### config.mk
export PLATFORM = sky130hd
export DESIGN_NAME = top_k_nearest_keeper
export DESIGN_NICKNAME = d
export VERILOG_FILES = /design/src/tkn_pkg.sv /design/src/top_k_nearest_keeper.sv /design/src/tkn_rank_list.sv
export VERILOG_INCLUDE_DIRS = /design/src /design/src/src
export SDC_FILE = /design/constraint.sdc
export NUM_CORES = 1
export LEC_CHECK = 0
export ABC_AREA = 1
export BUFFER_PORTS_ARGS = -buffer_cell sky130_fd_sc_hd__clkbuf_2
export CORE_ASPECT_RATIO = 0.8
export CORE_MARGIN = 1.5
export CORE_UTILIZATION = 50
export DETAILED_ROUTE_END_ITERATION = 8
export GPL_TIMING_DRIVEN = 0
export PLACE_DENSITY = 0.69
export SYNTH_ARGS = -nofsm -noshare
export SYNTH_HDL_FRONTEND = slang
export SYNTH_SLANG_ARGS = --single-unit
### constraint.sdc
create_clock -name clk_i -period 8.9 [get_ports clk_i]
set_input_delay 1.78 -clock clk_i [delete_from_list [all_inputs] [get_ports clk_i]]
set_output_delay 1.78 -clock clk_i [all_outputs]
set_load 0.005 [all_outputs]
### src/top_k_nearest_keeper_macros.svh
// Assertion macros for the top-k nearest keeper.
// Used by the top level only; needs nothing else.
`ifndef TOP_K_NEAREST_KEEPER_MACROS_SVH
`define TOP_K_NEAREST_KEEPER_MACROS_SVH

// Same-cycle implication, disabled while in reset.
`define TKN_ASSERT_IMPL(label, clk, rst_n, ante, cons, msg) \
  label: assert property (@(posedge clk) disable iff (!rst_n) (ante) |-> (cons)) \
    else $error(msg);

// Next-cycle implication, disabled while in reset.
`define TKN_ASSERT_NEXT(label, clk, rst_n, ante, cons, msg) \
  label: assert property (@(posedge clk) disable iff (!rst_n) (ante) |=> (cons)) \
    else $error(msg);

`endif

### src/tkn_pkg.sv
// Shared types and constants for the top-k nearest keeper.
// No dependencies; used by tkn_rank_list and top_k_nearest_keeper.
package tkn_pkg;

  localparam int unsigned DEF_KEEP_COUNT = 3;

  localparam int unsigned ITEM_W  = 16;
  localparam int unsigned LABEL_W = 16;
  localparam int unsigned DIST_W  = 32;
  localparam int unsigned SLOT_W  = 2;
  localparam int unsigned HELD_W  = 2;

  typedef enum logic [1:0] {
    OP_INSERT = 2'd0,
    OP_READ   = 2'd1,
    OP_CLEAR  = 2'd2
  } tkn_op_e;

  // One beat on its way into the rank list.
  typedef struct packed {
    logic                valid;
    tkn_op_e             op;
    logic [ITEM_W-1:0]   item;
    logic [LABEL_W-1:0]  label;
    logic [DIST_W-1:0]   distance;
    logic [SLOT_W-1:0]   slot;
  } tkn_cmd_t;

  // One result beat.
  typedef struct packed {
    logic [ITEM_W-1:0]   slot_item;
    logic [LABEL_W-1:0]  slot_label;
    logic [DIST_W-1:0]   slot_dist;
    logic                slot_valid;
    logic [HELD_W-1:0]   held;
    logic                taken;
  } tkn_result_t;

endpackage

### src/top_k_nearest_keeper.sv
// Top level of the top-k nearest keeper: input register, rank list, result register.
// Depends on tkn_pkg, tkn_rank_list and top_k_nearest_keeper_macros.svh.
//
// Usage:
//   Input channel (in_valid_i / in_stall_o) carries one op per beat: insert a
//   candidate, read the entry at read_slot_i, or clear the list. Unused op codes
//   change nothing and return a zero result with the current count.
//   Output channel (out_valid_o / out_stall_i) returns exactly one result beat
//   per input beat, in order.
//   Pipeline: an accepted beat waits in the input register; as it moves on, the
//   rank list commits it and the result register takes its result (two register stages).
//   Throughput: one beat per cycle while out_stall_i holds no pending result. All
//   KEEP_COUNT ranks are compared against the candidate in parallel, so the rank
//   list updates as a beat moves on and the next beat sees the updated list with no bubble.
//   Reset: the count of held entries goes to zero and both stages empty; the
//   rank contents are not cleared and are never visible until written.
//   Stall: while out_stall_i holds a pending result, the input register is
//   frozen too and in_stall_o rises once it is occupied; no beat is dropped.
`include "top_k_nearest_keeper_macros.svh"

module top_k_nearest_keeper #(
  parameter int unsigned KEEP_COUNT = tkn_pkg::DEF_KEEP_COUNT
) (
  input  logic                         clk_i,
  input  logic                         rst_ni,

  input  logic                         in_valid_i,
  output logic                         in_stall_o,
  input  logic [1:0]                   op_i,
  input  logic [tkn_pkg::ITEM_W-1:0]   item_index_i,
  input  logic [tkn_pkg::LABEL_W-1:0]  class_label_i,
  input  logic [tkn_pkg::DIST_W-1:0]   distance_i,
  input  logic [tkn_pkg::SLOT_W-1:0]   read_slot_i,

  output logic                         out_valid_o,
  input  logic                         out_stall_i,
  output logic [tkn_pkg::ITEM_W-1:0]   slot_item_o,
  output logic [tkn_pkg::LABEL_W-1:0]  slot_label_o,
  output logic [tkn_pkg::DIST_W-1:0]   slot_distance_o,
  output logic                         slot_valid_o,
  output logic [tkn_pkg::HELD_W-1:0]   held_count_o,
  output logic                         was_taken_o
);
  import tkn_pkg::*;

  // input register
  logic     s1_valid_q, s1_valid_d;
  tkn_cmd_t s1_q;
  tkn_cmd_t cmd;

  // result register
  logic        out_valid_q, out_valid_d;
  tkn_result_t out_q;
  tkn_result_t res;

  logic out_ready, s1_fire, in_accept;

  // Result register can take a beat when empty or draining this cycle.
  assign out_ready  = !out_valid_q || !out_stall_i;
  assign s1_fire    = s1_valid_q && out_ready;
  assign in_stall_o = s1_valid_q && !out_ready;
  assign in_accept  = in_valid_i && !in_stall_o;

  assign s1_valid_d  = in_accept || (s1_valid_q && !s1_fire);
  assign out_valid_d = s1_fire || (out_valid_q && out_stall_i);

  always_ff @(posedge clk_i or negedge rst_ni) begin
    if (!rst_ni) begin
      s1_valid_q  <= 1'b0;
      out_valid_q <= 1'b0;
    end else begin
      s1_valid_q  <= s1_valid_d;
      out_valid_q <= out_valid_d;
    end
  end

  always_ff @(posedge clk_i) begin
    if (in_accept) begin
      s1_q.valid    <= 1'b1;
      s1_q.op       <= tkn_op_e'(op_i);
      s1_q.item     <= item_index_i;
      s1_q.label    <= class_label_i;
      s1_q.distance <= distance_i;
      s1_q.slot     <= read_slot_i;
    end
    if (s1_fire) begin
      out_q <= res;
    end
  end

  // The rank list only commits when the beat moves on.
  always_comb begin
    cmd       = s1_q;
    cmd.valid = s1_fire;
  end

  tkn_rank_list #(
    .KEEP_COUNT(KEEP_COUNT)
  ) u_rank_list (
    .clk_i (clk_i),
    .rst_ni(rst_ni),
    .cmd_i (cmd),
    .res_o (res)
  );

  assign out_valid_o     = out_valid_q;
  assign slot_item_o     = out_q.slot_item;
  assign slot_label_o    = out_q.slot_label;
  assign slot_distance_o = out_q.slot_dist;
  assign slot_valid_o    = out_q.slot_valid;
  assign held_count_o    = out_q.held;
  assign was_taken_o     = out_q.taken;

  // A result never reports both a read hit and a taken insert.
  `TKN_ASSERT_IMPL(a_read_or_take, clk_i, rst_ni, out_valid_o, !(slot_valid_o && was_taken_o), "read hit and insert in one beat")
  // A clear leaves an empty list and takes nothing.
  `TKN_ASSERT_NEXT(a_clear_empties, clk_i, rst_ni, s1_fire && (s1_q.op == OP_CLEAR), (held_count_o == '0) && !was_taken_o, "clear did not empty list")
  // Non-read beats return zero slot fields.
  `TKN_ASSERT_NEXT(a_slot_zero, clk_i, rst_ni, s1_fire && (s1_q.op != OP_READ), !slot_valid_o && (slot_distance_o == '0) && (slot_item_o == '0), "slot fields set on non-read")

endmodule

### src/tkn_rank_list.sv
// Sorted rank registers with parallel compare, insert, read and clear.
// Depends on tkn_pkg.
module tkn_rank_list #(
  parameter int unsigned KEEP_COUNT = tkn_pkg::DEF_KEEP_COUNT
) (
  input  logic                 clk_i,
  input  logic                 rst_ni,
  input  tkn_pkg::tkn_cmd_t    cmd_i,
  output tkn_pkg::tkn_result_t res_o
);
  import tkn_pkg::*;

  localparam int unsigned CNT_W = $clog2(KEEP_COUNT + 1);

  logic [DIST_W-1:0]  dist_q  [KEEP_COUNT];
  logic [ITEM_W-1:0]  item_q  [KEEP_COUNT];
  logic [LABEL_W-1:0] label_q [KEEP_COUNT];
  logic [DIST_W-1:0]  dist_d  [KEEP_COUNT];
  logic [ITEM_W-1:0]  item_d  [KEEP_COUNT];
  logic [LABEL_W-1:0] label_d [KEEP_COUNT];

  logic [DIST_W-1:0]  prev_dist  [KEEP_COUNT];
  logic [ITEM_W-1:0]  prev_item  [KEEP_COUNT];
  logic [LABEL_W-1:0] prev_label [KEEP_COUNT];

  logic [CNT_W-1:0]      count_q, count_d;
  logic [KEEP_COUNT-1:0] held, gt, move, shift_in;
  logic                  full, do_insert, take;

  // Rank i either shifts down from i-1 or takes the candidate.
  for (genvar i = 0; i < KEEP_COUNT; i++) begin : g_prev
    if (i == 0) begin : g_head
      assign prev_dist[i]  = cmd_i.distance;
      assign prev_item[i]  = cmd_i.item;
      assign prev_label[i] = cmd_i.label;
      assign shift_in[i]   = 1'b0;
    end else begin : g_tail
      assign prev_dist[i]  = dist_q[i-1];
      assign prev_item[i]  = item_q[i-1];
      assign prev_label[i] = label_q[i-1];
      assign shift_in[i]   = move[i-1];
    end
  end

  always_comb begin
    for (int i = 0; i < KEEP_COUNT; i++) begin
      held[i] = CNT_W'(i) < count_q;
      gt[i]   = held[i] && (dist_q[i] > cmd_i.distance);
      // ties stay ahead: only strictly larger entries move down
      move[i] = gt[i] || (CNT_W'(i) == count_q);
    end
  end

  assign full      = (count_q == CNT_W'(KEEP_COUNT));
  assign do_insert = cmd_i.valid && (cmd_i.op == OP_INSERT);
  assign take      = do_insert && (!full || gt[KEEP_COUNT-1]);

  always_comb begin
    for (int i = 0; i < KEEP_COUNT; i++) begin
      dist_d[i]  = dist_q[i];
      item_d[i]  = item_q[i];
      label_d[i] = label_q[i];
      if (take && move[i]) begin
        if (shift_in[i]) begin
          dist_d[i]  = prev_dist[i];
          item_d[i]  = prev_item[i];
          label_d[i] = prev_label[i];
        end else begin
          dist_d[i]  = cmd_i.distance;
          item_d[i]  = cmd_i.item;
          label_d[i] = cmd_i.label;
        end
      end
    end
  end

  always_comb begin
    count_d = count_q;
    if (cmd_i.valid) begin
      unique case (cmd_i.op)
        OP_INSERT: if (!full) count_d = count_q + CNT_W'(1);
        OP_CLEAR:  count_d = '0;
        default:   count_d = count_q;
      endcase
    end
  end

  always_ff @(posedge clk_i or negedge rst_ni) begin
    if (!rst_ni) begin
      count_q <= '0;
    end else begin
      count_q <= count_d;
    end
  end

  always_ff @(posedge clk_i) begin
    dist_q  <= dist_d;
    item_q  <= item_d;
    label_q <= label_d;
  end

  // Read mux; zero slot fields on anything but a read of a held rank.
  always_comb begin
    res_o = '0;
    for (int i = 0; i < KEEP_COUNT; i++) begin
      if (cmd_i.valid && (cmd_i.op == OP_READ) && held[i] &&
          ({{(32 - SLOT_W){1'b0}}, cmd_i.slot} == 32'(i))) begin
        res_o.slot_item  = item_q[i];
        res_o.slot_label = label_q[i];
        res_o.slot_dist  = dist_q[i];
        res_o.slot_valid = 1'b1;
      end
    end
    res_o.held  = HELD_W'(count_d);
    res_o.taken = take;
  end

endmodule
---- Word-level counts from Yosys, hierarchy flattened ----
Cells that the tools add are included.
storage, ports and cells
  flip-flop bits (word level) ............. 332
  memories kept ........................... 0
  latch bits .............................. 0
  ROM bits ................................ 0
  RAM bits ................................ 0
  output and inout port bits .............. 70
cells by class
  bitwise operators ....................... 0
  divide/modulo/power cells ............... 0
  magnitude comparators ................... 6
  reduce and logical (&&, ||, !) cells .... 37
  $add $sub $neg .......................... 1
  shifts and indexed selects .............. 0
  multiplexer cells ....................... 12
  equal/unequal tests ..................... 7
  multiply operators ...................... 0
operators by type and width
  operator               number
  $mux W65               3
  $gt A32 B32 Y1         3
  $mux W16               4
  $mux W32               2
  $logic_and A1 B1 Y1    20
  $logic_or A1 B1 Y1     7
  $eq A2 B2 Y1 const B   3
  $logic_not A1 Y1       6
  $logic_not A2 Y1       3
  $eq A2 B1 Y1 const B   2
  $lt A1 B2 Y1 const A   2
  $mux W2                2
  $pmux W2 S2            1
  $add A2 B1 Y2 const B  1
  $eq A1 B2 Y1 const A   1
  $eq A2 B2 Y1 const A   1
  $lt A2 B2 Y1 const A   1
  $reduce_or A2 Y1       1

---- Depth between registers and ports, before layout ----
  depth in word-level cells ............... 9
  depth in mapped cells ................... 19
  gate-level depth less buffers ........... 17

---- Cells and area by module ----
Synthesis repeated with hierarchy kept, for this count alone.
second synthesis, totals
  cells, all modules ...................... 1431
  area, all modules ....................... 15821.4 um^2
modules (own cells, without submodules)
  module                times used  area each (um^2)  cells an instance
  tkn_rank_list         1           11642.4           1283
  top_k_nearest_keeper  1           4179.0            148

---- Least setup slack after synthesis ----
No wires, ideal clock.
  path kind ............................... in2reg
  start ................................... input out_stall_i
  end ..................................... register u_rank_list.dist_q[0] in the netlist's numbering, enable pin
  path buffers ............................ 0
  stages on the path ...................... 7
  library setup time ...................... 507 ps
  path slack .............................. 3001 ps
  data arrival time ....................... 5392 ps
  cell sequence ........................... nand2_1 nand2_1 nor2_1 inv_1 nor2_1 inv_1 a21oi_1
on the way
  word-level cells in the longest chain between the ends .. 6
RTL lines
  what                  line                        text
  from (decl)           top_k_nearest_keeper.sv:36  input logic out_stall_i,
  $logic_not A1 Y1      top_k_nearest_keeper.sv:59  assign out_ready = !out_valid_q || !out_stall_i;
  $logic_or A1 B1 Y1    top_k_nearest_keeper.sv:59
  $logic_and A1 B1 Y1   top_k_nearest_keeper.sv:60  assign s1_fire = s1_valid_q && out_ready;
  $logic_and A1 B1 Y1   tkn_rank_list.sv:55         assign do_insert = cmd_i.valid && (cmd_i.op == OP_INSERT);
  $logic_and A1 B1 Y1   tkn_rank_list.sv:56         assign take = do_insert && (!full || gt[KEEP_COUNT-1]);
  $logic_and A1 B1 Y1   tkn_rank_list.sv:63         if (take && move[i]) begin
  to (signal assigned)  tkn_rank_list.sv:97         dist_q <= dist_d;
  to (decl)             tkn_rank_list.sv:15         logic [DIST_W-1:0] dist_q [KEEP_COUNT];
Every way passes these cells.
A chain may end at the register's enable or synchronous reset.

---- Worst setup path after layout ----
  start ................................... input out_stall_i
  end ..................................... output in_stall_o
on the way
  word-level cells in the longest chain between the ends .. 4
RTL lines
  what                 line                        text
  $logic_not A1 Y1     top_k_nearest_keeper.sv:59
  $logic_or A1 B1 Y1   top_k_nearest_keeper.sv:59
  $logic_not A1 Y1     top_k_nearest_keeper.sv:61  assign in_stall_o = s1_valid_q && !out_ready;
  $logic_and A1 B1 Y1  top_k_nearest_keeper.sv:61
  to (decl)            top_k_nearest_keeper.sv:28  output logic in_stall_o,
Every way passes these cells.

==> run_results.csv <==
group,metric,value,unit
floorplanning,die_y,162.5,um
pwr,power.density,220.2,mW/mm^2
timing,slew_headroom,0.4248,
timing,setup_tns,0,ps
clock_network,cts_hold_buffers,0,
detailed_routing,wl,40250,um
place,io_buffers,141,
synth,netlist_area,0.01589,mm^2
synth,synth.top_cell.area_share,0.6198,
status,status,"completed",
finish,postLayoutCellArea,0.01853,mm^2
run,drv_cap,0,
timing,hold_viol_final,0,
worst_setup_path,crit_start,"out_stall_i",
floorplanning,die_x,202.3,um
clock_network,root_buffer,"clkbuf_16",
detailed_routing,wl_per_cell,19.43,um
timing,fin_worst_skew,18.21,ps
global_route,antenna_found_initial,1,
timing,worst_pin_slew,858.1,ps
worst_setup_path,path_common_cell,"clkbuf_2",
clock_network,cts_buffers,36,
global_route,grt-ovfl-total,0,
finish,diodes,0,
detailed_routing,drt_iter0_markers,1062,
floorplanning,core_area,0.03135,mm^2
synth,yosys_warnings,0,
synth,ys_top_cells_by_area,"edfxtp_1 62%, nand2_1 12%, ha_1 7.6%, nand3_1 6.8%, nand3_2 2.5%",
pwr,clkPwrFrac,0.360,
finish,fin_nets,1793,
pwr,p_int,2965,uW
min_path,hp-class,"flop to flop",
synth,ys_ff_latch,332,
place,numPlacedInstances,2007,
synth,avgSynthCellArea,11.06,um^2
place,gp_congestion,0.8772,
detailed_routing,via_per_inst,5.437,
pwr,seqPwrFrac,0.470,
clock_network,clk_pin_slew_worst_paths,50,ps
worst_setup_path,crit_type,"primary input to output port",
synth,synth_nets,1605,
global_route,grt_max_degree,53,
detailed_routing,drc_errors,0,
global_route,grt_pass1_wl,61580,um
floorplanning,initial_utilization,0.5069,
timing,slew_violations,0,
synth,synth.distinct_cells,35,
detailed_routing,postRouteAntennaNets,0,
floorplanning,fp-row-count,58,
worst_setup_path,worstPathMaxFanout,3,
clock_network,htreeDepth,2,
finish,final_common_cell,"nand2_1",
pwr,combPwrFrac,0.170,
clock_network,cts.path.max_buffers,3,
worst_setup_path,crit_required,7120,ps
worst_setup_path,critPathLaunchType,"primary input",
pwr,peakVddDrop,0.0001346,V
min_path,worstHoldStart,"s1_valid_q",
place,dpl_cell_area,0.01737,mm^2
detailed_routing,drt-pass1-iter-count,5,
clock_network,cts_sinks,332,
clock_network,cts_resized,0,
worst_setup_path,path_cells,"clkbuf_2, nand2_1, nor2_1, clkbuf_2",
timing,max_freq,0.2508,GHz
finish,drive_above_1_share,0.1810,
worst_setup_path,max_stage_delay,140,ps
floorplanning,pin_count,142,
worst_setup_path,slowest_stage,"nor2_1",
clock_network,cts_tree,"yes",
detailed_routing,vias,11265,
clock_network,clk_latency,540,ps
timing,rsz0062_at_grt,"false",
floorplanning,fp.dieArea,0.03287,mm^2
pwr,p_leak,0.007804,uW
global_route,grt_pass1_vias,11053,
finish,fin_cells,2072,
worst_setup_path,timing.rr.start,"cmd[32]",
synth,synth_top_area_cell,"edfxtp_1",
timing,finalSetupViolations,0,
timing,period_needed,3987,ps
clock_network,cts_setup_buffers,0,
worst_setup_path,worstSetupEndpointType,"output port",
timing,period_share,0.4480,
synth,ys_seq_area_frac,0.6261,
pwr,p_sw_frac,0.2735,
worst_setup_path,arrival,2210,ps
finish,mostFrequentLayoutCells,"491 x nand2_1, 328 x edfxtp_1, 217 x nand3_1",
place,dp_hpwl,27650,um
timing,hold_ws,485.2,ps
finish,syn2layout_area_growth,16.61,%
pwr,power_switching,1116,uW
global_route,gr-usage-all-layers,0.2460,
synth,syn_inst,1437,
layer usage:
metal	part of all wire	GRT usage	routed length (um)	vias up
met5	0.00042	0	17	-
met4	0.022	0.06936	878	2
met3	0.077	0.05182	3087	61
met2	0.45	0.3856	18270	425
met1	0.45	0.3481	17990	5374
li1	-	-	-	5403
cell type report:
class                   instances  area [um^2]
plain buffers                  66        456.7
clock buffers                  50        983.4
clock inverters                15        176.4
fillers                      2603        12820
inverters                      70        267.8
multi-input cells             969         5249
flip-flops and latches        332         9950
well taps                     420        525.5
repair buffers                150        923.4
power by group through the flow:
stage / clock network, uW / logic (uW) / registers [uW]
finish: 1470 / 693 / 1920
global route: 1550 / 769 / 1920
CTS: 1490 / 692 / 1920
detailed placement: 0 / 688 / 1950
global placement: 0 / 650 / 1960
floorplan: 0 / 453 / 1940
through the flow:
| step | setup slack, ps | util | total power, uW |
|---|---|---|---|
| 6_report | 4913 | 0.5911 | 4081 |
| 5_1_grt | 4847 | 0.5911 | 4244 |
| 4_1_cts | 4913 | 0.5911 | 4099 |
| 3_5_place_dp | 4482 | 0.5541 | 2636 |
| 3_3_place_gp | 443.3 | 0.5462 | 2607 |
| 2_1_floorplan | 3001 | - | 2393 |
registers in the layout (all words and copies together) (netlist names):
name and flops:
u_rank_list.label_q 48, u_rank_list.count_q 2, u_rank_list.item_q 48, s1_valid_q 1, slot_item_o 16, was_taken_o 1, held_count_o 2, slot_label_o 16
slot_distance_o 32, cmd 68, u_rank_list.dist_q 96, out_valid_o 1, slot_valid_o 1
final timing paths:
path                                               end  slack [ps]  cells past startpoint
worst max-delay path                        in_stall_o        4910                      4
worst max register to register  u_rank_list.dist_q[34]        5630                     16
worst min register to register             out_valid_o         490                      2
min in group asynchronous       u_rank_list.count_q[0]        1070                      1
max in group asynchronous                   s1_valid_q        7680                      1
worst min-delay path                       out_valid_o         490                      2
kinds of logic (layout without fill, tap and decap cells):
family,after synthesis,in the layout,share of synthesized area
compound gates,69,69,0.02338
fa+ha+maj,96,96,0.07558
flops,332,332,0.6261
buf+inv,136,351,0.04527
simple gates,804,804,0.2297
critical path, delay by kind of cell:
kind          cells  cell delay, ps
simple gates      2             210
buf+inv           2             210
Yosys cell counts (all sizes together):
cell	count
nand3	257
ha	96
buf	35
clkbuf	31
o221ai	1
a21o	1
nand3b	1
nand4	7
dfrtp	4
edfxtp	328
nand2	497
o22ai	1
a21oi	49
o21ai	10
nor2	34
inv	69
nor3	6
nor4	2
a31oi	2
clkinv	1
o21a	5
Power figures use the tool's default switching activity.
